--- src/rtl/core/tlfs_pkg.sv ---
// ----------------------------------------------------------------------------
// tlfs_pkg
// shared types and constants of the two-level feedback scheduler
// ----------------------------------------------------------------------------
package tlfs_pkg;

    // field widths
    localparam int TID_W     = 4;
    localparam int OP_W      = 3;
    localparam int QUANT_W   = 4;
    localparam int RUN_W     = 5;
    localparam int PADDR_W   = 4;
    localparam int PDATA_W   = 32;

    // opcodes
    localparam logic [OP_W-1:0] OP_NEW   = 3'd0;
    localparam logic [OP_W-1:0] OP_ENQ   = 3'd1;
    localparam logic [OP_W-1:0] OP_PICK  = 3'd2;
    localparam logic [OP_W-1:0] OP_TICK  = 3'd3;
    localparam logic [OP_W-1:0] OP_STEAL = 3'd4;

    // register indexes (word address)
    localparam logic [1:0] REG_INIT_Q = 2'd0;
    localparam logic [1:0] REG_MAX_Q  = 2'd1;
    localparam logic [1:0] REG_MIN_Q  = 2'd2;

    // register reset values
    localparam logic [QUANT_W-1:0] INIT_Q_RST = 4'd3;
    localparam logic [QUANT_W-1:0] MAX_Q_RST  = 4'd5;
    localparam logic [QUANT_W-1:0] MIN_Q_RST  = 4'd1;

    // runnable count ceiling
    localparam logic [RUN_W-1:0] RUN_CAP = 5'd16;

    // input item
    typedef struct packed {
        logic [OP_W-1:0]  opcode;
        logic [TID_W-1:0] task_id;
        logic             is_idle;
        logic             was_runnable;
        logic             last_tick;
    } t_in;

    // result item
    typedef struct packed {
        logic [TID_W-1:0] task_out;
        logic             task_found;
        logic             resched_req;
        logic [RUN_W-1:0] runnable_count;
    } t_out;

    // configuration values
    typedef struct packed {
        logic [QUANT_W-1:0] init_q;
        logic [QUANT_W-1:0] max_q;
        logic [QUANT_W-1:0] min_q;
    } t_cfg;

    // controller to datapath
    typedef struct packed {
        logic load_in;
        logic q_pop;
        logic t_read_dec;
        logic t_read_q;
        logic t_update;
        logic out_load;
    } t_cmd;

    // datapath to controller
    typedef struct packed {
        logic [OP_W-1:0] op;
        logic            id_ok;
        logic            cur_ok;
        logic            q0_empty;
        logic            q1_empty;
    } t_stat;

endpackage

--- src/rtl/core/two_level_feedback_scheduler.sv ---
// ----------------------------------------------------------------------------
// two_level_feedback_scheduler
// single-cpu runqueue with two fifo levels and per-task quantum feedback
//
//   channel  direction  handshake                    payload
//   input    in         i_in_valid / o_in_ready      i_in_data  (t_in)
//   output   out        o_out_valid / i_out_ready    o_out_data (t_out)
//   config   in/out     psel penable pwrite pready   paddr pwdata prdata
//
// the sequencer steps an item through decode, a registered read of the queue
// memories for pick and steal that find a task, a registered read of the task
// table and the table update; an item that touches nothing goes to the result.
// reset is synchronous active low; queues come up empty and on-queue flags
// clear, no clearing pass.
// a new item is taken while the previous result waits in the output register;
// a held output stalls the next item only at its final transfer.
// ----------------------------------------------------------------------------
module two_level_feedback_scheduler #(
    parameter int MAX_TASKS = 16
) (
    input  logic                         i_clk,
    input  logic                         i_rst_n,
    input  logic                         i_in_valid,
    output logic                         o_in_ready,
    input  tlfs_pkg::t_in                i_in_data,
    output logic                         o_out_valid,
    input  logic                         i_out_ready,
    output tlfs_pkg::t_out               o_out_data,
    input  logic                         psel,
    input  logic                         penable,
    input  logic                         pwrite,
    input  logic [tlfs_pkg::PADDR_W-1:0] paddr,
    input  logic [tlfs_pkg::PDATA_W-1:0] pwdata,
    output logic [tlfs_pkg::PDATA_W-1:0] prdata,
    output logic                         pready
);

    tlfs_pkg::t_cfg  cfg;
    tlfs_pkg::t_cmd  cmd;
    tlfs_pkg::t_stat stat;

    // configuration registers
    tlfs_regs u_regs (
        .i_clk   (i_clk),
        .i_rst_n (i_rst_n),
        .psel    (psel),
        .penable (penable),
        .pwrite  (pwrite),
        .paddr   (paddr),
        .pwdata  (pwdata),
        .prdata  (prdata),
        .pready  (pready),
        .o_cfg   (cfg)
    );

    // sequencer
    tlfs_ctrl u_ctrl (
        .i_clk       (i_clk),
        .i_rst_n     (i_rst_n),
        .i_in_valid  (i_in_valid),
        .o_in_ready  (o_in_ready),
        .o_out_valid (o_out_valid),
        .i_out_ready (i_out_ready),
        .i_stat      (stat),
        .o_cmd       (cmd)
    );

    // queues and task table
    tlfs_dpath #(
        .MAX_TASKS (MAX_TASKS)
    ) u_dpath (
        .i_clk   (i_clk),
        .i_rst_n (i_rst_n),
        .i_cfg   (cfg),
        .i_cmd   (cmd),
        .o_stat  (stat),
        .i_data  (i_in_data),
        .o_data  (o_out_data)
    );

endmodule

--- src/rtl/core/tlfs_regs.sv ---
// ----------------------------------------------------------------------------
// tlfs_regs
// apb register file holding the quantum settings
// ----------------------------------------------------------------------------
module tlfs_regs (
    input  logic                         i_clk,
    input  logic                         i_rst_n,
    input  logic                         psel,
    input  logic                         penable,
    input  logic                         pwrite,
    input  logic [tlfs_pkg::PADDR_W-1:0] paddr,
    input  logic [tlfs_pkg::PDATA_W-1:0] pwdata,
    output logic [tlfs_pkg::PDATA_W-1:0] prdata,
    output logic                         pready,
    output tlfs_pkg::t_cfg               o_cfg
);

    logic [tlfs_pkg::QUANT_W-1:0] r_init_q;
    logic [tlfs_pkg::QUANT_W-1:0] r_max_q;
    logic [tlfs_pkg::QUANT_W-1:0] r_min_q;
    logic                         wr_en;

    assign pready = 1'b1;
    assign wr_en  = psel & penable & pwrite;

    // register writes
    always_ff @(posedge i_clk) begin
        if (!i_rst_n) begin
            r_init_q <= tlfs_pkg::INIT_Q_RST;
            r_max_q  <= tlfs_pkg::MAX_Q_RST;
            r_min_q  <= tlfs_pkg::MIN_Q_RST;
        end else if (wr_en) begin
            case (paddr[3:2])
                tlfs_pkg::REG_INIT_Q: r_init_q <= pwdata[tlfs_pkg::QUANT_W-1:0];
                tlfs_pkg::REG_MAX_Q:  r_max_q  <= pwdata[tlfs_pkg::QUANT_W-1:0];
                tlfs_pkg::REG_MIN_Q:  r_min_q  <= pwdata[tlfs_pkg::QUANT_W-1:0];
                default: ;
            endcase
        end
    end

    // read mux
    always_comb begin
        case (paddr[3:2])
            tlfs_pkg::REG_INIT_Q: prdata = tlfs_pkg::PDATA_W'(r_init_q);
            tlfs_pkg::REG_MAX_Q:  prdata = tlfs_pkg::PDATA_W'(r_max_q);
            tlfs_pkg::REG_MIN_Q:  prdata = tlfs_pkg::PDATA_W'(r_min_q);
            default:              prdata = '0;
        endcase
    end

    assign o_cfg = '{init_q: r_init_q, max_q: r_max_q, min_q: r_min_q};

endmodule

--- src/rtl/core/tlfs_ctrl.sv ---
// ----------------------------------------------------------------------------
// tlfs_ctrl
// sequencer that steps one item through decode and, as the opcode needs, queue
// read, table read and table update, then hands the result to the output register
// ----------------------------------------------------------------------------
module tlfs_ctrl (
    input  logic            i_clk,
    input  logic            i_rst_n,
    input  logic            i_in_valid,
    output logic            o_in_ready,
    output logic            o_out_valid,
    input  logic            i_out_ready,
    input  tlfs_pkg::t_stat i_stat,
    output tlfs_pkg::t_cmd  o_cmd
);

    typedef enum logic [2:0] {
        S_IDLE,
        S_DEC,
        S_QWAIT,
        S_TUPD,
        S_DONE
    } t_state;

    t_state r_state;
    t_state n_state;
    logic   r_out_valid;
    logic   out_free;
    logic   is_qop;
    logic   q_avail;
    logic   t_needed;

    assign o_in_ready  = (r_state == S_IDLE);
    assign o_out_valid = r_out_valid;
    assign out_free    = !r_out_valid || i_out_ready;

    // decode of the held item
    assign is_qop   = (i_stat.op == tlfs_pkg::OP_PICK) || (i_stat.op == tlfs_pkg::OP_STEAL);
    assign q_avail  = !i_stat.q0_empty || !i_stat.q1_empty;
    assign t_needed = (((i_stat.op == tlfs_pkg::OP_NEW) || (i_stat.op == tlfs_pkg::OP_ENQ))
                       && i_stat.id_ok)
                      || ((i_stat.op == tlfs_pkg::OP_TICK) && i_stat.cur_ok);

    // next state and commands
    always_comb begin
        n_state = r_state;
        o_cmd   = '0;
        case (r_state)
            S_IDLE: begin
                if (i_in_valid) begin
                    o_cmd.load_in = 1'b1;
                    n_state       = S_DEC;
                end
            end
            S_DEC: begin
                if (is_qop && q_avail) begin
                    o_cmd.q_pop = 1'b1;
                    n_state     = S_QWAIT;
                end else if (t_needed) begin
                    o_cmd.t_read_dec = 1'b1;
                    n_state          = S_TUPD;
                end else begin
                    n_state = S_DONE;
                end
            end
            S_QWAIT: begin
                o_cmd.t_read_q = 1'b1;
                n_state        = S_TUPD;
            end
            S_TUPD: begin
                o_cmd.t_update = 1'b1;
                n_state        = S_DONE;
            end
            S_DONE: begin
                if (out_free) begin
                    o_cmd.out_load = 1'b1;
                    n_state        = S_IDLE;
                end
            end
            default: n_state = S_IDLE;
        endcase
    end

    // state and output valid
    always_ff @(posedge i_clk) begin
        if (!i_rst_n) begin
            r_state     <= S_IDLE;
            r_out_valid <= 1'b0;
        end else begin
            r_state <= n_state;
            if (o_cmd.out_load) begin
                r_out_valid <= 1'b1;
            end else if (i_out_ready) begin
                r_out_valid <= 1'b0;
            end
        end
    end

endmodule

--- src/rtl/core/tlfs_dpath.sv ---
// ----------------------------------------------------------------------------
// tlfs_dpath
// datapath: two fifo levels, per-task table, current task and runnable count
// ----------------------------------------------------------------------------
module tlfs_dpath #(
    parameter int MAX_TASKS = 16
) (
    input  logic           i_clk,
    input  logic           i_rst_n,
    input  tlfs_pkg::t_cfg i_cfg,
    input  tlfs_pkg::t_cmd i_cmd,
    output tlfs_pkg::t_stat o_stat,
    input  tlfs_pkg::t_in  i_data,
    output tlfs_pkg::t_out o_data
);

    localparam int TID_W = tlfs_pkg::TID_W;
    localparam int QW    = tlfs_pkg::QUANT_W;
    localparam int RW    = tlfs_pkg::RUN_W;
    localparam int IDX_W = $clog2(MAX_TASKS);
    localparam int QC_W  = $clog2(MAX_TASKS + 1);
    localparam int QS_W  = QC_W + 1;
    localparam int EXT_W = (IDX_W > TID_W) ? IDX_W : TID_W;
    localparam int CMP_W = (QC_W > TID_W) ? QC_W : TID_W;
    localparam int SL_W  = 5;

    localparam int FL_FROM_IO = 0;
    localparam int FL_NEW     = 1;
    localparam int FL_ONQ     = 2;

    typedef struct packed {
        logic [2:0]      flags;
        logic [SL_W-1:0] slice;
        logic [QW-1:0]   quantum;
    } t_entry;

    // task id to table index
    function automatic logic [IDX_W-1:0] to_idx(input logic [TID_W-1:0] id);
        logic [EXT_W-1:0] e;
        e = EXT_W'(id);
        return e[IDX_W-1:0];
    endfunction

    // circular slot of a sum below twice the depth
    function automatic logic [IDX_W-1:0] wrap_slot(input logic [QS_W-1:0] s);
        logic [QS_W-1:0] t;
        t = (s >= QS_W'(MAX_TASKS)) ? s - QS_W'(MAX_TASKS) : s;
        return t[IDX_W-1:0];
    endfunction

    // storage
    t_entry           tbl    [MAX_TASKS];
    logic [TID_W-1:0] q0_mem [MAX_TASKS];
    logic [TID_W-1:0] q1_mem [MAX_TASKS];

    tlfs_pkg::t_in    r_in;
    tlfs_pkg::t_out   r_out;
    t_entry           r_ent;
    logic [IDX_W-1:0] r_tsel;
    logic [TID_W-1:0] r_q_rd;
    logic [IDX_W-1:0] r_head0;
    logic [IDX_W-1:0] r_head1;
    logic [QC_W-1:0]  r_cnt0;
    logic [QC_W-1:0]  r_cnt1;
    logic [IDX_W-1:0] r_cur;
    logic             r_cur_vld;
    logic [RW-1:0]    r_run;
    logic [TID_W-1:0] r_t_out;
    logic             r_found;
    logic             r_resched;
    logic [MAX_TASKS-1:0] r_onq;

    // pop selection
    logic             is_pick;
    logic             use_l1;
    logic [IDX_W-1:0] sel_head;
    logic [QC_W-1:0]  sel_cnt;
    logic [IDX_W-1:0] rd_slot;
    logic [IDX_W-1:0] dec_addr;

    // update results
    t_entry           n_ent;
    logic             n_wr;
    logic             n_push0;
    logic             n_push1;
    logic             n_run_inc;
    logic             n_run_dec;
    logic             n_resched;
    logic [QW-1:0]    q_tmp;
    logic [SL_W-1:0]  s_tmp;
    logic             ent_onq;

    assign o_stat = '{
        op:       r_in.opcode,
        id_ok:    CMP_W'(r_in.task_id) < CMP_W'(MAX_TASKS),
        cur_ok:   r_cur_vld && !r_in.is_idle,
        q0_empty: (r_cnt0 == '0),
        q1_empty: (r_cnt1 == '0)
    };

    // queue end chosen by pick or steal
    assign is_pick  = (r_in.opcode == tlfs_pkg::OP_PICK);
    assign use_l1   = is_pick ? (r_cnt0 == '0) : (r_cnt1 != '0);
    assign sel_head = use_l1 ? r_head1 : r_head0;
    assign sel_cnt  = use_l1 ? r_cnt1 : r_cnt0;
    assign rd_slot  = is_pick ? sel_head
                              : wrap_slot(QS_W'(sel_head) + QS_W'(sel_cnt) - QS_W'(1));
    assign dec_addr = (r_in.opcode == tlfs_pkg::OP_TICK) ? r_cur : to_idx(r_in.task_id);

    // on-queue flag of the selected task, held in resettable registers
    assign ent_onq = r_onq[r_tsel];

    // table entry update per opcode
    always_comb begin
        n_ent     = r_ent;
        n_ent.flags[FL_ONQ] = ent_onq;
        n_wr      = 1'b0;
        n_push0   = 1'b0;
        n_push1   = 1'b0;
        n_run_inc = 1'b0;
        n_run_dec = 1'b0;
        n_resched = 1'b0;
        q_tmp     = r_ent.quantum;
        s_tmp     = r_ent.slice;
        case (r_in.opcode)
            tlfs_pkg::OP_NEW: begin
                n_wr                  = 1'b1;
                n_ent.quantum         = i_cfg.init_q;
                n_ent.slice           = SL_W'(i_cfg.init_q);
                n_ent.flags[FL_FROM_IO] = 1'b1;
                n_ent.flags[FL_NEW]   = 1'b1;
            end
            tlfs_pkg::OP_ENQ: begin
                if (!ent_onq && !r_in.is_idle) begin
                    n_wr = 1'b1;
                    if (!r_ent.flags[FL_FROM_IO]) begin
                        n_push1 = 1'b1;
                        if (q_tmp > i_cfg.min_q) begin
                            q_tmp = q_tmp - QW'(1);
                        end
                    end else begin
                        n_push0 = 1'b1;
                        if (q_tmp < i_cfg.max_q && !r_ent.flags[FL_NEW]) begin
                            q_tmp = q_tmp + QW'(1);
                        end
                        n_ent.flags[FL_NEW] = 1'b0;
                    end
                    n_ent.flags[FL_ONQ] = 1'b1;
                    n_ent.quantum       = q_tmp;
                    n_ent.slice         = SL_W'(q_tmp);
                    n_run_inc           = !r_in.was_runnable;
                end
            end
            tlfs_pkg::OP_TICK: begin
                n_wr = 1'b1;
                if (s_tmp != '0) begin
                    s_tmp = s_tmp - SL_W'(1);
                end
                n_ent.slice = s_tmp;
                if (s_tmp == '0) begin
                    n_ent.flags[FL_FROM_IO] = 1'b0;
                    n_resched               = 1'b1;
                end
                if (r_in.last_tick) begin
                    n_ent.flags[FL_FROM_IO] = 1'b1;
                    n_run_dec               = 1'b1;
                end
            end
            tlfs_pkg::OP_PICK: begin
                n_wr                = 1'b1;
                n_ent.flags[FL_ONQ] = 1'b0;
            end
            tlfs_pkg::OP_STEAL: begin
                n_wr                = 1'b1;
                n_ent.flags[FL_ONQ] = 1'b0;
                n_run_dec           = 1'b1;
            end
            default: ;
        endcase
    end

    // input item and per-item result fields
    always_ff @(posedge i_clk) begin
        if (i_cmd.load_in) begin
            r_in      <= i_data;
            r_t_out   <= '0;
            r_found   <= 1'b0;
            r_resched <= 1'b0;
        end
        if (i_cmd.t_read_q) begin
            r_t_out <= r_q_rd;
            r_found <= 1'b1;
        end
        if (i_cmd.t_update) begin
            r_resched <= n_resched;
        end
        if (i_cmd.out_load) begin
            r_out <= '{task_out: r_t_out, task_found: r_found,
                       resched_req: r_resched, runnable_count: r_run};
        end
    end

    // queue memory read port
    always_ff @(posedge i_clk) begin
        if (i_cmd.q_pop) begin
            r_q_rd <= use_l1 ? q1_mem[rd_slot] : q0_mem[rd_slot];
        end
    end

    // queue memory writes on enqueue
    always_ff @(posedge i_clk) begin
        if (i_cmd.t_update && n_push0 && (r_cnt0 < QC_W'(MAX_TASKS))) begin
            q0_mem[wrap_slot(QS_W'(r_head0) + QS_W'(r_cnt0))] <= r_in.task_id;
        end
        if (i_cmd.t_update && n_push1 && (r_cnt1 < QC_W'(MAX_TASKS))) begin
            q1_mem[wrap_slot(QS_W'(r_head1) + QS_W'(r_cnt1))] <= r_in.task_id;
        end
    end

    // task table read and write
    always_ff @(posedge i_clk) begin
        if (i_cmd.t_read_dec) begin
            r_tsel <= dec_addr;
            r_ent  <= tbl[dec_addr];
        end else if (i_cmd.t_read_q) begin
            r_tsel <= to_idx(r_q_rd);
            r_ent  <= tbl[to_idx(r_q_rd)];
        end
        if (i_cmd.t_update && n_wr) begin
            tbl[r_tsel] <= n_ent;
        end
    end

    // queue pointers, on-queue flags, current task and runnable count
    always_ff @(posedge i_clk) begin
        if (!i_rst_n) begin
            r_head0   <= '0;
            r_head1   <= '0;
            r_cnt0    <= '0;
            r_cnt1    <= '0;
            r_cur_vld <= 1'b0;
            r_cur     <= '0;
            r_run     <= '0;
            r_onq     <= '0;
        end else begin
            if (i_cmd.q_pop) begin
                if (use_l1) begin
                    r_cnt1 <= r_cnt1 - QC_W'(1);
                    if (is_pick) begin
                        r_head1 <= wrap_slot(QS_W'(r_head1) + QS_W'(1));
                    end
                end else begin
                    r_cnt0 <= r_cnt0 - QC_W'(1);
                    if (is_pick) begin
                        r_head0 <= wrap_slot(QS_W'(r_head0) + QS_W'(1));
                    end
                end
            end
            if (i_cmd.t_update) begin
                if (n_wr) begin
                    r_onq[r_tsel] <= n_ent.flags[FL_ONQ];
                end
                if (n_push0 && (r_cnt0 < QC_W'(MAX_TASKS))) begin
                    r_cnt0 <= r_cnt0 + QC_W'(1);
                end
                if (n_push1 && (r_cnt1 < QC_W'(MAX_TASKS))) begin
                    r_cnt1 <= r_cnt1 + QC_W'(1);
                end
                if (is_pick) begin
                    r_cur     <= r_tsel;
                    r_cur_vld <= 1'b1;
                end
                if (n_run_inc && (r_run < tlfs_pkg::RUN_CAP)) begin
                    r_run <= r_run + RW'(1);
                end else if (n_run_dec && (r_run != '0)) begin
                    r_run <= r_run - RW'(1);
                end
            end
        end
    end

    assign o_data = r_out;

endmodule

--- config.mk ---
export PLATFORM = sky130hd
export DESIGN_NAME = two_level_feedback_scheduler
export DESIGN_NICKNAME = d
export VERILOG_FILES = /design/src/rtl/core/tlfs_pkg.sv /design/src/rtl/core/two_level_feedback_scheduler.sv /design/src/rtl/core/tlfs_regs.sv /design/src/rtl/core/tlfs_ctrl.sv /design/src/rtl/core/tlfs_dpath.sv
export SDC_FILE = /design/constraint.sdc
export NUM_CORES = 1
export LEC_CHECK = 0
export ABC_AREA = 1
export BUFFER_PORTS_ARGS = -buffer_cell sky130_fd_sc_hd__buf_2
export CAP_MARGIN = 20
export CORE_MARGIN = 4
export CORE_UTILIZATION = 50
export CTS_BUF_LIST = sky130_fd_sc_hd__clkbuf_8
export DETAILED_ROUTE_END_ITERATION = 10
export MAX_ROUTING_LAYER = met4
export PLACE_DENSITY_LB_ADDON = 0.08
export SYNTH_ARGS = -nofsm -noshare
export SYNTH_HDL_FRONTEND = slang
export SYNTH_SLANG_ARGS = --single-unit
--- constraint.sdc ---
create_clock -name i_clk -period 7.3 [get_ports i_clk]
set_input_delay 1.46 -clock i_clk [delete_from_list [all_inputs] [get_ports i_clk]]
set_output_delay 1.46 -clock i_clk [all_outputs]
set_load 0.05 [all_outputs]
# ---- Yosys cells after proc, flatten, opt, wreduce, memory -nomap -nowiden
# Memories as Yosys holds them, arrays and structs flattened. A register that Yosys moved wholly into a read port is not among the register bits.
# Index checks and enable logic that the tools add are counted.
dict set report totals {
  reg_bits 106
  ramBits 320
  inputBits 53
  output_inout_bits 46
  word_cells 220
  mem_count 3
}
dict set report classes {
  n_addsub 20
  n_lt_le_gt_ge 12
  eq_ne 12
  n_mux 88
  bitwise 3
  reduce_logical 52
}
# name words word_bits rd rd_ports_with_merged_regs wr line_no
set memory_table {}
lappend memory_table {u_dpath.tbl 16 12 2 1 1 tlfs_dpath.sv:52} ;# t_entry tbl [MAX_TASKS];
lappend memory_table {u_dpath.q0_mem 16 4 1 0 1 tlfs_dpath.sv:53} ;# logic [TID_W-1:0] q0_mem [MAX_TASKS];
lappend memory_table {u_dpath.q1_mem 16 4 1 0 1 tlfs_dpath.sv:54} ;# logic [TID_W-1:0] q1_mem [MAX_TASKS];
# cell count
set ops {}
lappend ops {{2-to-1 mux 4 bit} 17}
lappend ops {{2-to-1 mux 5 bit} 13}
lappend ops {{2-to-1 mux 1 bit} 37}
lappend ops {{subtractor 4 x 1 -> 4 bit (second input constant)} 6}
lappend ops {{2-to-1 mux 11 bit} 2}
lappend ops {{subtractor 5 x 1 -> 5 bit (second input constant)} 4}
lappend ops {{adder 4 x 5 -> 6 bit} 3}
lappend ops {{greater-or-equal comparator 6 x 5 -> 1 bit (second input constant)} 3}
lappend ops {{bitwise mux 16 bit} 1}
lappend ops {{adder 5 x 1 -> 5 bit (second input constant)} 3}
lappend ops {{logical AND 1 bit} 15}
lappend ops {{logical NOT 5 bit} 3}
lappend ops {{less-than comparator 5 bit (second input constant)} 3}
lappend ops {{one-hot mux 3 bit (5 select lines)} 1}
lappend ops {{one-hot mux 5 bit (3 select lines)} 1}
lappend ops {{nonzero test 5 bit} 3}
lappend ops {{AND reduction 2 bit} 7}
lappend ops {{== test 3 x 2 -> 1 bit (second input constant)} 4}
lappend ops {{2-to-1 mux 3 bit} 4}
lappend ops {{one-hot mux 4 bit (3 select lines)} 1}
lappend ops {{adder 4 x 1 -> 5 bit (second input constant)} 2}
lappend ops {{greater-or-equal comparator 5 bit (second input constant)} 2}
lappend ops {{one-hot mux 1 bit (2 select lines)} 5}
lappend ops {{nonzero test 2 bit} 5}
lappend ops {{other kinds (26)} 42}

# ---- Depth between registers and ports, before layout
# Gate-level depths: netlist of run 1.
# An unclocked memory read counts as a cell.
dict set report logic_depth {
  word_depth 11
  depth_mapped 25
  mapped_depth_nobuf 24
}

# ---- Modules after synthesis
# From an unflattened synthesis of run 1, not the netlist that was laid out.
dict set report hier_totals {
  cells_unflattened 2210
  hier_area_um2 20813.7
}
# mod instances cells_each area_each_um2 seq_area_each_um2
set by_module_without_submodules {}
lappend by_module_without_submodules {tlfs_dpath 1 2035 19676.4 11461.0}
lappend by_module_without_submodules {tlfs_regs 1 123 835.8 240.2}
lappend by_module_without_submodules {tlfs_ctrl 1 52 301.5 80.1}

# ---- Worst setup path after synthesis of run 1
# No wires, ideal clock.
dict set report synth_timing {
  kind {input to output}
  startpoint {input paddr[2] (netlist name)}
  endpoint {output prdata[1] (netlist name)}
  arrival_time_ns 2.475
  t_required_ns 5.840
  slack_ns 3.365
  path_stages 4
  n_path_buf 0
  cell_sequence {inv_1 > nor2_1 > inv_1 > o221ai_1}
}
dict set report synth_between {
  elab_chain_cells 2
  elab_cells_between_ends 4
  cone_classes {eq/ne: 2; mux: 1; reduce/logical: 1}
}
# item line_no
set synth_lines {}
lappend synth_lines {{from (decl)} two_level_feedback_scheduler.sv:32} ;# input logic [tlfs_pkg::PADDR_W-1:0] paddr,
lappend synth_lines {{== test 2 bit (tied with other cells)} tlfs_regs.sv:44} ;# case (paddr[3:2])
lappend synth_lines {{one-hot mux 4 bit (3 select lines) (*)} tlfs_regs.sv:44}
lappend synth_lines {{to (decl)} two_level_feedback_scheduler.sv:34} ;# output logic [tlfs_pkg::PDATA_W-1:0] prdata,
# Every way passes the cells marked *; elsewhere a longest branch is shown, timed or not.

# ---- Final worst setup path of run 1
dict set report layout_timing {
  startpoint {register u_dpath.r_in (netlist bit u_dpath.o_stat[6])}
  endpoint {register u_dpath.r_q_rd[1] (data pin)}
}
dict set report layout_between {
  elab_chain_cells 10
  elab_cells_between_ends 13
  cone_classes {add/sub: 3; order compare: 1; eq/ne: 1; mux: 6; memory: 2}
}
# item line_no
set layout_lines {}
lappend layout_lines {{from (decl)} tlfs_dpath.sv:56} ;# tlfs_pkg::t_in r_in;
lappend layout_lines {{from (signal assigned)} tlfs_dpath.sv:185} ;# r_in <= i_data;
lappend layout_lines {{== test 3 x 2 -> 1 bit (*)} tlfs_dpath.sv:102} ;# assign is_pick = (r_in.opcode == tlfs_pkg::OP_PICK);
lappend layout_lines {{2-to-1 mux 1 bit} tlfs_dpath.sv:103} ;# assign use_l1 = is_pick ? (r_cnt0 == '0) : (r_cnt1 != '0);
lappend layout_lines {{2-to-1 mux 4 bit / 2-to-1 mux 5 bit (equally long branches)} {tlfs_dpath.sv:104, tlfs_dpath.sv:105}}
lappend layout_lines {{adder 4 x 5 -> 6 bit} tlfs_dpath.sv:107} ;# : wrap_slot(QS_W'(sel_head) + QS_W'(sel_cnt) - QS_W'(1));
lappend layout_lines {{subtractor 6 x 1 -> 6 bit} tlfs_dpath.sv:107}
lappend layout_lines {{greater-or-equal comparator 6 x 5 -> 1 bit / subtractor 4 x 1 -> 4 bit (equally long branches)} tlfs_dpath.sv:47} ;# t = (s >= QS_W'(MAX_TASKS)) ? s - QS_W'(MAX_TASKS) : s;
lappend layout_lines {{2-to-1 mux 4 bit} tlfs_dpath.sv:47}
lappend layout_lines {{2-to-1 mux 4 bit} tlfs_dpath.sv:106} ;# assign rd_slot = is_pick ? sel_head
lappend layout_lines {{memory read (16 x 4 bit), on equally long branches} n/a}
lappend layout_lines {{2-to-1 mux 4 bit (*)} tlfs_dpath.sv:206} ;# r_q_rd <= use_l1 ? q1_mem[rd_slot] : q0_mem[rd_slot];
lappend layout_lines {{to (signal assigned)} tlfs_dpath.sv:206}
lappend layout_lines {{to (decl)} tlfs_dpath.sv:60} ;# logic [TID_W-1:0] r_q_rd;
# Marked as above.
# A chain may end at the register's enable or synchronous reset.

==> results.yml, run 1 <==
status:
  status: "completed"
worst_setup_path:
  crit_slowest_cell: "nand2_2"
  crit_path_cell_trace: "inv_4, nand2_2, nor2_2, nand2_1, nand2_2, nand2_1, o21ai_0, ha_1, or2_2, nand2_2, nand2_1, nand3_1, nand3_1, nand3_1, nand3_1, and2_1"
  r2r_cells: 16
  r2r_start: "u_dpath.o_stat[6]"
  endpoint_kind: "flop"
  cpMostUsedCell: "nand3_1"
  cpPeakStageDelay_ns: 0.79
  crit_type: "flop to flop"
  rrSetupSlack_ns: 2.69
  arrival_ns: 4.99
  crit_path_start_kind: "flop"
  path_max_fanout: 49
  worstReg2RegEnd: "u_dpath.r_q_rd[1]"
  crit_required_ns: 7.69
global_routing:
  antenna_found_initial: 0
  grt_max_degree: 90
  grt_overflow: 0
  grt_pass1_wl_um: 86860
  grt_pass1_vias: 15190
  grt.total_usage_pct: 25.90
logic_synthesis:
  synth_ff_type: "edfxtp_1"
  synth_top_area_share_pct: 50.67
  yosysTopAreaCell: "edfxtp_1"
  synth_seq_cells: 414
  ys_warn_count: 0
  synth_common_cells: "edfxtp_1 (349), nand2_1 (310), nor2_1 (272), inv_1 (223), nand3_1 (213)"
  ys_seq_area_share_pct: 56.96
  avgSynthCellArea_sq_um: 9.536
  yosysMostFrequentCell: "edfxtp_1"
  synth_area_sq_um: 20680
  synthDistinctLibCells: 58
  async_flop_share_pct: 0
  syn_inst: 2169
  synthTopCellsByArea: "edfxtp_1 (51%), dfxtp_1 (6.3%), nand2_1 (5.6%), nand3_1 (5.2%), o21ai_0 (5.1%)"
  synth-edff-count: 349
clock_tree:
  cts_setup_buffers: 0
  ctsResizeCount: 0
  cts_num_sinks: 414
  cts_hold_buf: 0
  cts_root_buf: "clkbuf_8"
  cts_buffers: 71
  tritoncts: "built"
  clk_latency_ns: 0.65
  htree_levels: 3
  clk_pin_slew_ns: 0.06
  clock_path_buffers: 3
final_layout:
  fillers: 3620
  post-route-util_pct: 54.94
  diodes: 0
  final_area_sq_um: 22430
  final_nets: 2290
  fin_cells: 2785
  syn_to_final_growth_pct: 8.457
  drive_above_1_share_pct: 9.898
detailed_routing:
  wire_per_inst_um: 20.67
  viasPerCell: 5.818
  drtIter0Drc: 2127
  drt_pass1_iterations: 6
  vias: 16200
  ant_nets: 0
  wirelength_um: 57560
  drc: 0
timing:
  hold_violations: 0
  finalSetupViolations: 0
  drv_slew: 0
  worstMarginPinSlew_ns: 1.048
  rsz0062_at_grt: "no"
  fin_crit_ns: 4.608
  max_slew_margin_pct: 30.16
  postLayoutSetupSlackWorst_ns: 2.692
  fmax_ghz: 0.2170
  period_share_pct: 63.12
  tns_ns: 0
  fin_skew_ns: 0.04180
floorplanning:
  ioPinCount: 99
  die_h_um: 211.4
  initial_utilization_pct: 50.66
  fp-row-count: 74
  core-area_sq_um: 40830
  die_x_um: 211.4
  dieArea_sq_um: 44690
power:
  power_frac_clock_pct: 37.1
  ir_drop_uv: 137.0
  leakagePower_uw: 0.008590
  power_frac_comb_pct: 13.0
  pwr-share-seq_pct: 49.8
  p_int_uw: 3780
  netSwitchingPower_uw: 1475
  cellPowerDensity_nw_per_um2: 234.3
  p_sw_share_pct: 28.07
worst_hold_path:
  hold_path.class: "flop to flop"
  holdPathStages: 0
  hold_end: "u_dpath.o_data[10]"
  hold_path.startpoint: "u_dpath.r_t_out[3]"
placement:
  dp_hpwl_um: 34570
  place_area_sq_um: 21140
  portBuffers: 39
  dp_slack_ns: 2.736
  place_congestion: 0.8701
  dpl.cell_count: 2659
flow_run:
  max_cap_viol_count: 0
how the worst max path moves through the flow:
stage	slack (ns)	from	depth (start not counted)	endpoint
2_1_floorplan	3.36	paddr[2]	4	prdata[1]
3_3_place_gp	2.86	u_dpath.o_stat[6]	16	u_dpath.r_q_rd[2]
3_5_place_dp	2.74	u_dpath.o_stat[6]	16	u_dpath.r_q_rd[1]
4_1_cts	2.73	u_dpath.o_stat[6]	21	u_dpath.r_q_rd[3]
5_1_grt	2.33	u_dpath.o_stat[6]	16	u_dpath.r_q_rd[1]
6_report	2.69	u_dpath.o_stat[6]	16	u_dpath.r_q_rd[1]
metal layers:
layer	part of all wire, %	GRT usage, %	up-vias
li1	-	-	7569
met1	43	36.59	7668
met2	44	37.73	823
met3	9.7	5.350	144
met4	3.1	8.618	0
met5	0	-	-
worst max-delay path: cells and delay by family, from the launching register on:
kind | cells | cell delay [ns]
AND/OR/NAND/NOR | 13 | 3.33
adder cells (fa/ha/maj) | 1 | 0.27
flip-flops | 1 | 0.46
buffers and inverters | 1 | 0.16
AO/OA/AOI/OAI | 1 | 0.11
cells by family after synthesis:
group	Yosys count	share of synthesized area (%)
other	2	0.03631
adders and majority gates	36	2.323
AOI/OAI and AO/OA	436	12.84
buffers and inverters	376	7.882
DFF	414	56.96
xor gates and xnor gates	18	0.7622
and+or+nand+nor	877	18.71
muxes	10	0.4840
power groups by stage:
stage / registers [uW] / logic, uW / clock network [uW]
floorplan: 2680 / 484 / 0
global placement: 2670 / 660 / 0
detailed placement: 2670 / 672 / 0
CTS: 2620 / 674 / 1990
global route: 2620 / 745 / 2100
finish: 2620 / 685 / 1950
layout make-up:
cell class | instances | area (sq um) | area share (%)
inverters | 245 | 922.1 | 4.111
flip-flops and latches | 414 | 11780 | 52.52
multi-input cells | 1406 | 7400 | 32.99
clock buffers | 73 | 1005 | 4.479
well taps | 532 | 665.6 | 2.967
repair buffers | 63 | 375.4 | 1.673
clock inverters | 52 | 282.8 | 1.261
registers in the layout, indices dropped and copies added, names as in the netlist, 4 cells and up, named ones only:
signal and count:
u_regs.r_min_q 4, u_dpath.r_head0 4, u_regs.r_max_q 4, u_dpath.q1_mem 64, u_dpath.r_onq 16, u_dpath.r_t_out 4, u_dpath.r_cnt0 5, u_dpath.r_in 7
u_dpath.o_data 11, u_regs.r_init_q 4, u_dpath.r_cur 4, u_dpath.r_run 5, u_dpath.r_tsel 4, u_dpath.r_ent 11, u_dpath.r_q_rd 4, u_dpath.r_head1 4
u_dpath.tbl 176, u_dpath.q0_mem 64, u_dpath.r_cnt1 5
metrics by stage:
stage | total power (uW) | hold WS [ns]
floorplan | 3162 | 0.4003
global placement | 3327 | 0.4021
detailed placement | 3339 | 0.4045
CTS | 5280 | 0.4155
global route | 5465 | 0.4220
finish | 5255 | 0.4109
placed cells by master (no fill, tap or decap), types with 13 or more instances in the layout:
| master | instances |
|---|---|
| edfxtp_1 | 349 |
| clkinv_1 | 25 |
| conb_1 | 29 |
| nand3_1 | 213 |
| nand2_2 | 13 |
| buf_4 | 24 |
| a21oi_1 | 60 |
| inv_2 | 13 |
| o211ai_1 | 23 |
| inv_1 | 246 |
| nor3_1 | 14 |
| o221ai_1 | 73 |
| dfxtp_1 | 64 |
| buf_2 | 39 |
| o21ai_0 | 210 |
| o22ai_1 | 18 |
| clkbuf_8 | 73 |
| ha_1 | 32 |
| nand2_1 | 310 |
| a31oi_1 | 23 |
| nor2_1 | 271 |
(Power assumes the default switching activity.)
==> run 2, diff against run 1 <==
==> constraint.sdc (replaced) <==
create_clock -name i_clk -period 3.83 [get_ports i_clk]
set_input_delay 0.766 -clock i_clk [delete_from_list [all_inputs] [get_ports i_clk]]
set_output_delay 0.766 -clock i_clk [all_outputs]
set_load 0.05 [all_outputs]
==> run 2 against run 1 <==
Effect of this change:
- wire length rose by 1.3%
- sequential power increased by 90%
- worst setup slack worse by 2.5 ns
- via count increased by 2.3%
- design area is 1.8% higher
- flip-flop and latch count stayed put
- first-iteration DRC count down 12%
- die area stayed put
- combinational power rose by 96%
- largest cell class unchanged
- largest power group unchanged
- highest routed layer unchanged
==> results.yml, run 2 (same netlist as run 1, synthesis figures left out) <==
status:
  status: "completed"
timing:
  hold_violations: 0
  worstMarginPinSlew_ns: 1.060
  finalSetupViolations: 0
  drv_slew: 0
  fin_skew_ns: 0.03614
  postLayoutSetupSlackWorst_ns: 0.1813
  timing.hold.ws_ns: 0.3147
  tns_ns: 0
  max_slew_margin_pct: 29.34
  fin_crit_ns: 3.649
  period_share_pct: 95.27
  fmax_ghz: 0.2741
global_routing:
  grt_max_degree: 89
  grt_pass1_wl_um: 89020
  grt_overflow: 0
  grt_pass1_vias: 15910
  antenna_found_initial: 3
  grt.total_usage_pct: 26.44
detailed_routing:
  wirelength_um: 58320
  drt_pass1_iterations: 5
  drc: 0
  drtIter0Drc: 1863
  vias: 16570
  viasPerCell: 5.855
  ant_nets: 0
  wire_per_inst_um: 20.61
floorplanning:
  initial_utilization_pct: 50.66
  ioPinCount: 99
  dieArea_sq_um: 44690
  fp-row-count: 74
  core-area_sq_um: 40830
  die_x_um: 211.4
  die_h_um: 211.4
final_layout:
  final_nets: 2329
  regMostFlops: "u_dpath.tbl"
  drive_above_1_share_pct: 11.71
  final_cell_mix: "edfxtp_1 (349), nand2_1 (308), nor2_1 (271)"
  syn_to_final_growth_pct: 10.45
  diodes: 0
  final_common_cell: "edfxtp_1"
  largest_reg_flops: 176
  reg_top3: "u_dpath.tbl: 176 flops, u_dpath.q0_mem: 64 flops, u_dpath.q1_mem: 64 flops"
clock_tree:
  clk_pin_slew_ns: 0.06
  cts_hold_buf: 0
  htree_levels: 3
  cts_num_sinks: 414
  cts_root_buf: "clkbuf_8"
  clk_latency_ns: 0.63
  clock_path_buffers: 3
  cts_buffers: 73
  tritoncts: "built"
power:
  p_sw_share_pct: 27.64
  leakagePower_uw: 0.008820
  power_frac_clock_pct: 38.0
  p_int_uw: 7390
  cellPowerDensity_nw_per_um2: 447.0
  power_frac_comb_pct: 13.1
  ir_drop_uv: 294.9
  netSwitchingPower_uw: 2822
  power_uw: 10210
  pwr-share-seq_pct: 48.9
worst_setup_path:
  crit_type: "flop to flop"
  r2r_start: "u_dpath.o_stat[6]"
  r2r_cells: 19
  crit_start: "u_dpath.o_stat[6]"
  rrSetupSlack_ns: 0.18
  arrival_ns: 4.02
  worstReg2RegEnd: "u_dpath.r_q_rd[3]"
  endpoint_kind: "flop"
  crit_path_start_kind: "flop"
  path_max_fanout: 9
  crit_required_ns: 4.20
worst_hold_path:
  hold_path.startpoint: "i_in_data[2]"
  hold_path.class: "input pin to flop"
  holdPathStages: 1
  hold_end: "u_dpath.r_in[2]"
placement:
  dp_hpwl_um: 37400
  portBuffers: 39
  place_congestion: 0.8922
  dp_slack_ns: 0.03264
flow_run:
  max_cap_viol_count: 0
==> run 2: changes by cell type in the layout (fill, tap and decap cells not counted), moves of 2 or more <==
cell	delta
nand2_1	-2
buf_12	+2
clkinv_2	+5
clkinv_1	+5
inv_1	-4
nand2_4	+3
inv_6	-3
clkbuf_8	+4
buf_4	+35
==> run 2: worst max path at each step <==
stage                        end  slack (ns)  cells past startpoint
6_report       u_dpath.r_q_rd[3]        0.18                     19
5_1_grt        u_dpath.r_q_rd[3]       -0.03                     19
4_1_cts        u_dpath.r_q_rd[3]        0.06                     18
3_5_place_dp   u_dpath.r_q_rd[3]        0.03                     19
3_3_place_gp   u_dpath.r_q_rd[3]         0.1                     19
2_1_floorplan  u_dpath.r_q_rd[0]        0.41                     23
==> run 2: metal layers <==
| metal | up-vias | track usage (%) | share of wire (%) |
|---|---|---|---|
| met3 | 103 | 4.594 | 9.9 |
| met5 | - | - | 0 |
| met2 | 835 | 38.64 | 44 |
| met4 | 0 | 8.307 | 2.2 |
| met1 | 7963 | 38.08 | 44 |
| li1 | 7669 | - | - |
==> run 2: worst max-delay path: stages (launching register included) <==
cell and delay, ns:
edfxtp_1 0.46, inv_4 0.13, nand2_2 0.08, nor2_4 0.16, nand2_1 0.15, nand2_4 0.14, buf_4 0.19, nand2_1 0.10
o21ai_2 0.08, ha_1 0.27, fa_1 0.44, xnor2_1 0.19, nand3b_1 0.15, nand3_1 0.08, nand2_1 0.11, nand2_4 0.09
buf_4 0.16, nand3_1 0.07, nand3_1 0.15, and2_1 0.20
==> run 2: power by group through the flow <==
| stage | clock [uW] | sequential [uW] | combinational (uW) |
|---|---|---|---|
| after global placement | 0 | 5090 | 1270 |
| after CTS | 3970 | 4990 | 1300 |
| after detailed placement | 0 | 5090 | 1300 |
| final | 3880 | 4990 | 1340 |
| after global routing | 4200 | 4990 | 1460 |
| after floorplan | 0 | 5100 | 923 |
==> run 2: final cells by class <==
| type | instances | area, sq um |
|---|---|---|
| Clock buffer | 77 | 1060 |
| Clock inverter | 56 | 310.3 |
| Fill cell | 3537 | 17990 |
| Inverter | 245 | 923.4 |
| Multi-Input combinational cell | 1406 | 7425 |
| Sequential cell | 414 | 11780 |
| Tap cell | 532 | 665.6 |
| Timing Repair Buffer | 100 | 678.2 |
==> run 2: metrics by stage <==
stage	area [sq um]	util, %	instances
after floorplan	20780	-	2196
after global placement	21400	52.41	2691
after CTS	22780	55.78	2824
after detailed placement	21400	52.41	2691
after global routing	22840	55.95	2830
final	22840	55.95	2830
==> run 2: what timing repair did <==
action	4_1_cts	5_1_grt
gates resized for setup	1	8
setup buffers	0	5
setup endpoints to repair	1	7
pin swaps	0	1
==> run 3, diff against run 2 <==
--- a/config.mk
+++ b/config.mk
@@ -8,8 +8,10 @@
 export ABC_AREA = 1
 export BUFFER_PORTS_ARGS = -buffer_cell sky130_fd_sc_hd__buf_2
 export CAP_MARGIN = 20
+export CELL_PAD_IN_SITES_DETAIL_PLACEMENT = 2
+export CELL_PAD_IN_SITES_GLOBAL_PLACEMENT = 2
 export CORE_MARGIN = 4
-export CORE_UTILIZATION = 50
+export CORE_UTILIZATION = 37
 export CTS_BUF_LIST = sky130_fd_sc_hd__clkbuf_8
 export DETAILED_ROUTE_END_ITERATION = 10
 export MAX_ROUTING_LAYER = met4
==> constraint.sdc (replaced) <==
create_clock -name i_clk -period 3.3 [get_ports i_clk]
set_input_delay 0.66 -clock i_clk [delete_from_list [all_inputs] [get_ports i_clk]]
set_output_delay 0.66 -clock i_clk [all_outputs]
set_load 0.05 [all_outputs]
==> run 3 against run 2 <==
Effect of this change:
- first-iteration DRC count fell by 45%
- combinational power rose by 48%
- sequential power rose by 16%
- final cell count rose by 10%
- flip-flop and latch count did not move
- register-to-register slack got worse by 0.17 ns
- via count rose by 4.6%
- utilization fell by 12 points
- critical path type unchanged
- critical endpoint is now u_dpath.r_q_rd[2]
- highest routed layer unchanged
==> results.yml, run 3 (same netlist as run 1, synthesis figures left out) <==
status:
  status: "completed"
worst_setup_path:
  worst-path-buf-inv: 4
  crit_path_cell_trace: "inv_2, ha_4, nand2_2, nor2_2, nand2_2, nand2_8, nand2_4, nand2_2, ha_4, inv_4, ha_4, inv_2, fa_2, xnor2_2, nand3b_1, nand4_1, nand2_4, clkinv_8, nand3_2, nand3_2, and2_1"
  crit_required_ns: 3.71
  r2r_start: "u_dpath.r_cnt0[1]"
  cpPeakStageDelay_ns: 0.37
  endpoint_kind: "flop"
  path_max_fanout: 8
  crit_path_start_kind: "flop"
  crit_slowest_cell: "fa_2"
  rrSetupSlack_ns: 0.007
  arrival_ns: 3.71
  crit_start: "u_dpath.r_cnt0[1]"
  crit_type: "flop to flop"
  path_delay_family: "simple AND/OR/NAND/NOR gates"
floorplanning:
  core-area_sq_um: 55200
  dieArea_sq_um: 59750
  ioPinCount: 99
  die_x_um: 244.4
  fp-row-count: 86
  die_h_um: 244.4
  initial_utilization_pct: 37.47
detailed_routing:
  vias: 17340
  drtIter0Drc: 1030
  viasPerCell: 5.548
  wire_per_inst_um: 24.60
  wirelength_um: 76870
  drc: 0
  ant_nets: 0
  drt_pass1_iterations: 5
clock_tree:
  cts_root_buf: "clkbuf_8"
  htree_levels: 3
  clk_pin_slew_ns: 0.06
  cts_num_sinks: 414
  clk_latency_ns: 0.67
  clock_path_buffers: 3
  tritoncts: "built"
  cts_hold_buf: 0
  cts_buffers: 75
timing:
  worstMarginPinSlew_ns: 0.8253
  hold_violations: 0
  fin_skew_ns: 0.03555
  fin_crit_ns: 3.293
  fmax_ghz: 0.3037
  timing.hold.ws_ns: 0.1872
  drv_slew: 0
  period_share_pct: 99.80
  max_slew_margin_pct: 44.64
  rsz0062_at_grt: "yes"
  finalSetupViolations: 0
power:
  netSwitchingPower_uw: 3705
  cellPowerDensity_nw_per_um2: 519.4
  p_sw_share_pct: 29.34
  pwr-share-seq_pct: 45.9
  leakagePower_uw: 0.009380
  power_frac_comb_pct: 15.7
  p_int_uw: 8922
  ir_drop_uv: 280.1
  power_frac_clock_pct: 38.5
global_routing:
  antenna_found_initial: 2
  grt_pass1_vias: 19010
  grt_pass1_wl_um: 114800
  grt.total_usage_pct: 25.87
  grt_overflow: 0
  grt_max_degree: 90
final_layout:
  fillers: 5963
  final_cell_mix: "edfxtp_1 (349), nand2_1 (297), nor2_1 (257)"
  final_common_cell: "edfxtp_1"
  post-route-util_pct: 44.04
  drive_above_1_share_pct: 17.85
  syn_to_final_growth_pct: 17.53
  reg_top3: "u_dpath.tbl: 176 flops, u_dpath.q0_mem: 64 flops, u_dpath.q1_mem: 64 flops"
  largest_reg_flops: 176
  fin_cells: 3125
  final_nets: 2404
  regMostFlops: "u_dpath.tbl"
placement:
  place_congestion: 0.8279
  dpl.cell_count: 2968
  portBuffers: 39
  dp_hpwl_um: 50050
worst_hold_path:
  hold_path.class: "input pin to flop"
  hold_path.startpoint: "i_in_data[6]"
flow_run:
  max_cap_viol_count: 0
[run 3: cell count changes in the layout (fill, tap and decap cells not counted), moves of 6 or more]
cell and change:
nand2_2 +6, nand3_1 -26, clkbuf_8 +6, nand2_1 -11, buf_12 +9, buf_4 +58, nand3_4 +11, nor2_1 -14
buf_6 +6, nor2_2 +12, clkinv_1 -11, nand3_2 +15
[run 3: layer usage]
| metal | wire [um] | track usage, % | vias to the layer above | part of all wire, % |
|---|---|---|---|---|
| met2 | 38030 | 43.80 | 447 | 49 |
| met5 | 0 | - | - | 0 |
| met3 | 3335 | 4.090 | 148 | 4.3 |
| met4 | 2156 | 7.686 | 0 | 2.8 |
| met1 | 33350 | 32.20 | 8938 | 43 |
| li1 | - | - | 7803 | - |
[run 3: worst paths after layout]
path,to,depth (start not counted)
max,u_dpath.r_q_rd[2],21
min,u_dpath.r_in[6],1
max reg2reg,u_dpath.r_q_rd[2],21
min reg2reg,u_dpath.o_data[7],0
[run 3: cell type report]
| type | instances | area [sq um] | share of cell area [%] |
|---|---|---|---|
| inverter | 245 | 942.2 | 3.876 |
| antenna | 2 | 5.005 | 0.02059 |
| multi-input combinational | 1406 | 7816 | 32.15 |
| tap | 748 | 935.9 | 3.850 |
| clock inverter | 54 | 319.1 | 1.312 |
| timing repair buffer | 173 | 1361 | 5.600 |
| sequential | 414 | 11790 | 48.49 |
| clock buffer | 83 | 1142 | 4.699 |
[run 3: power by group through the flow]
stage | combinational, uW | clock (uW) | sequential (uW)
after global routing | 2140 | 5210 | 5790
after global placement | 1670 | 0 | 5900
after CTS | 1840 | 4980 | 5790
after floorplan | 1070 | 0 | 5920
after detailed placement | 1740 | 0 | 5900
final | 1980 | 4860 | 5790
[run 3: stage by stage]
stage,worst slack (ns),cell area (sq um),setup TNS (ns),power (uW)
6_report,0.006763,24310,0,12630
5_1_grt,-0.1389,24310,-2.509,13140
4_1_cts,0.007656,23950,0,12610
3_5_place_dp,-0.2884,22250,-1.619,7639
3_3_place_gp,-0.04915,22250,-0.1576,7566
2_1_floorplan,0.01299,20790,0,6997
[run 3: repair_timing]
item / CTS / global route
endpoints found under the hold margin: 0 / 0
buffers inserted: 7 / 11
setup endpoints to repair: 8 / 76
pin swaps: 27 / 31
resized for setup: 50 / 63
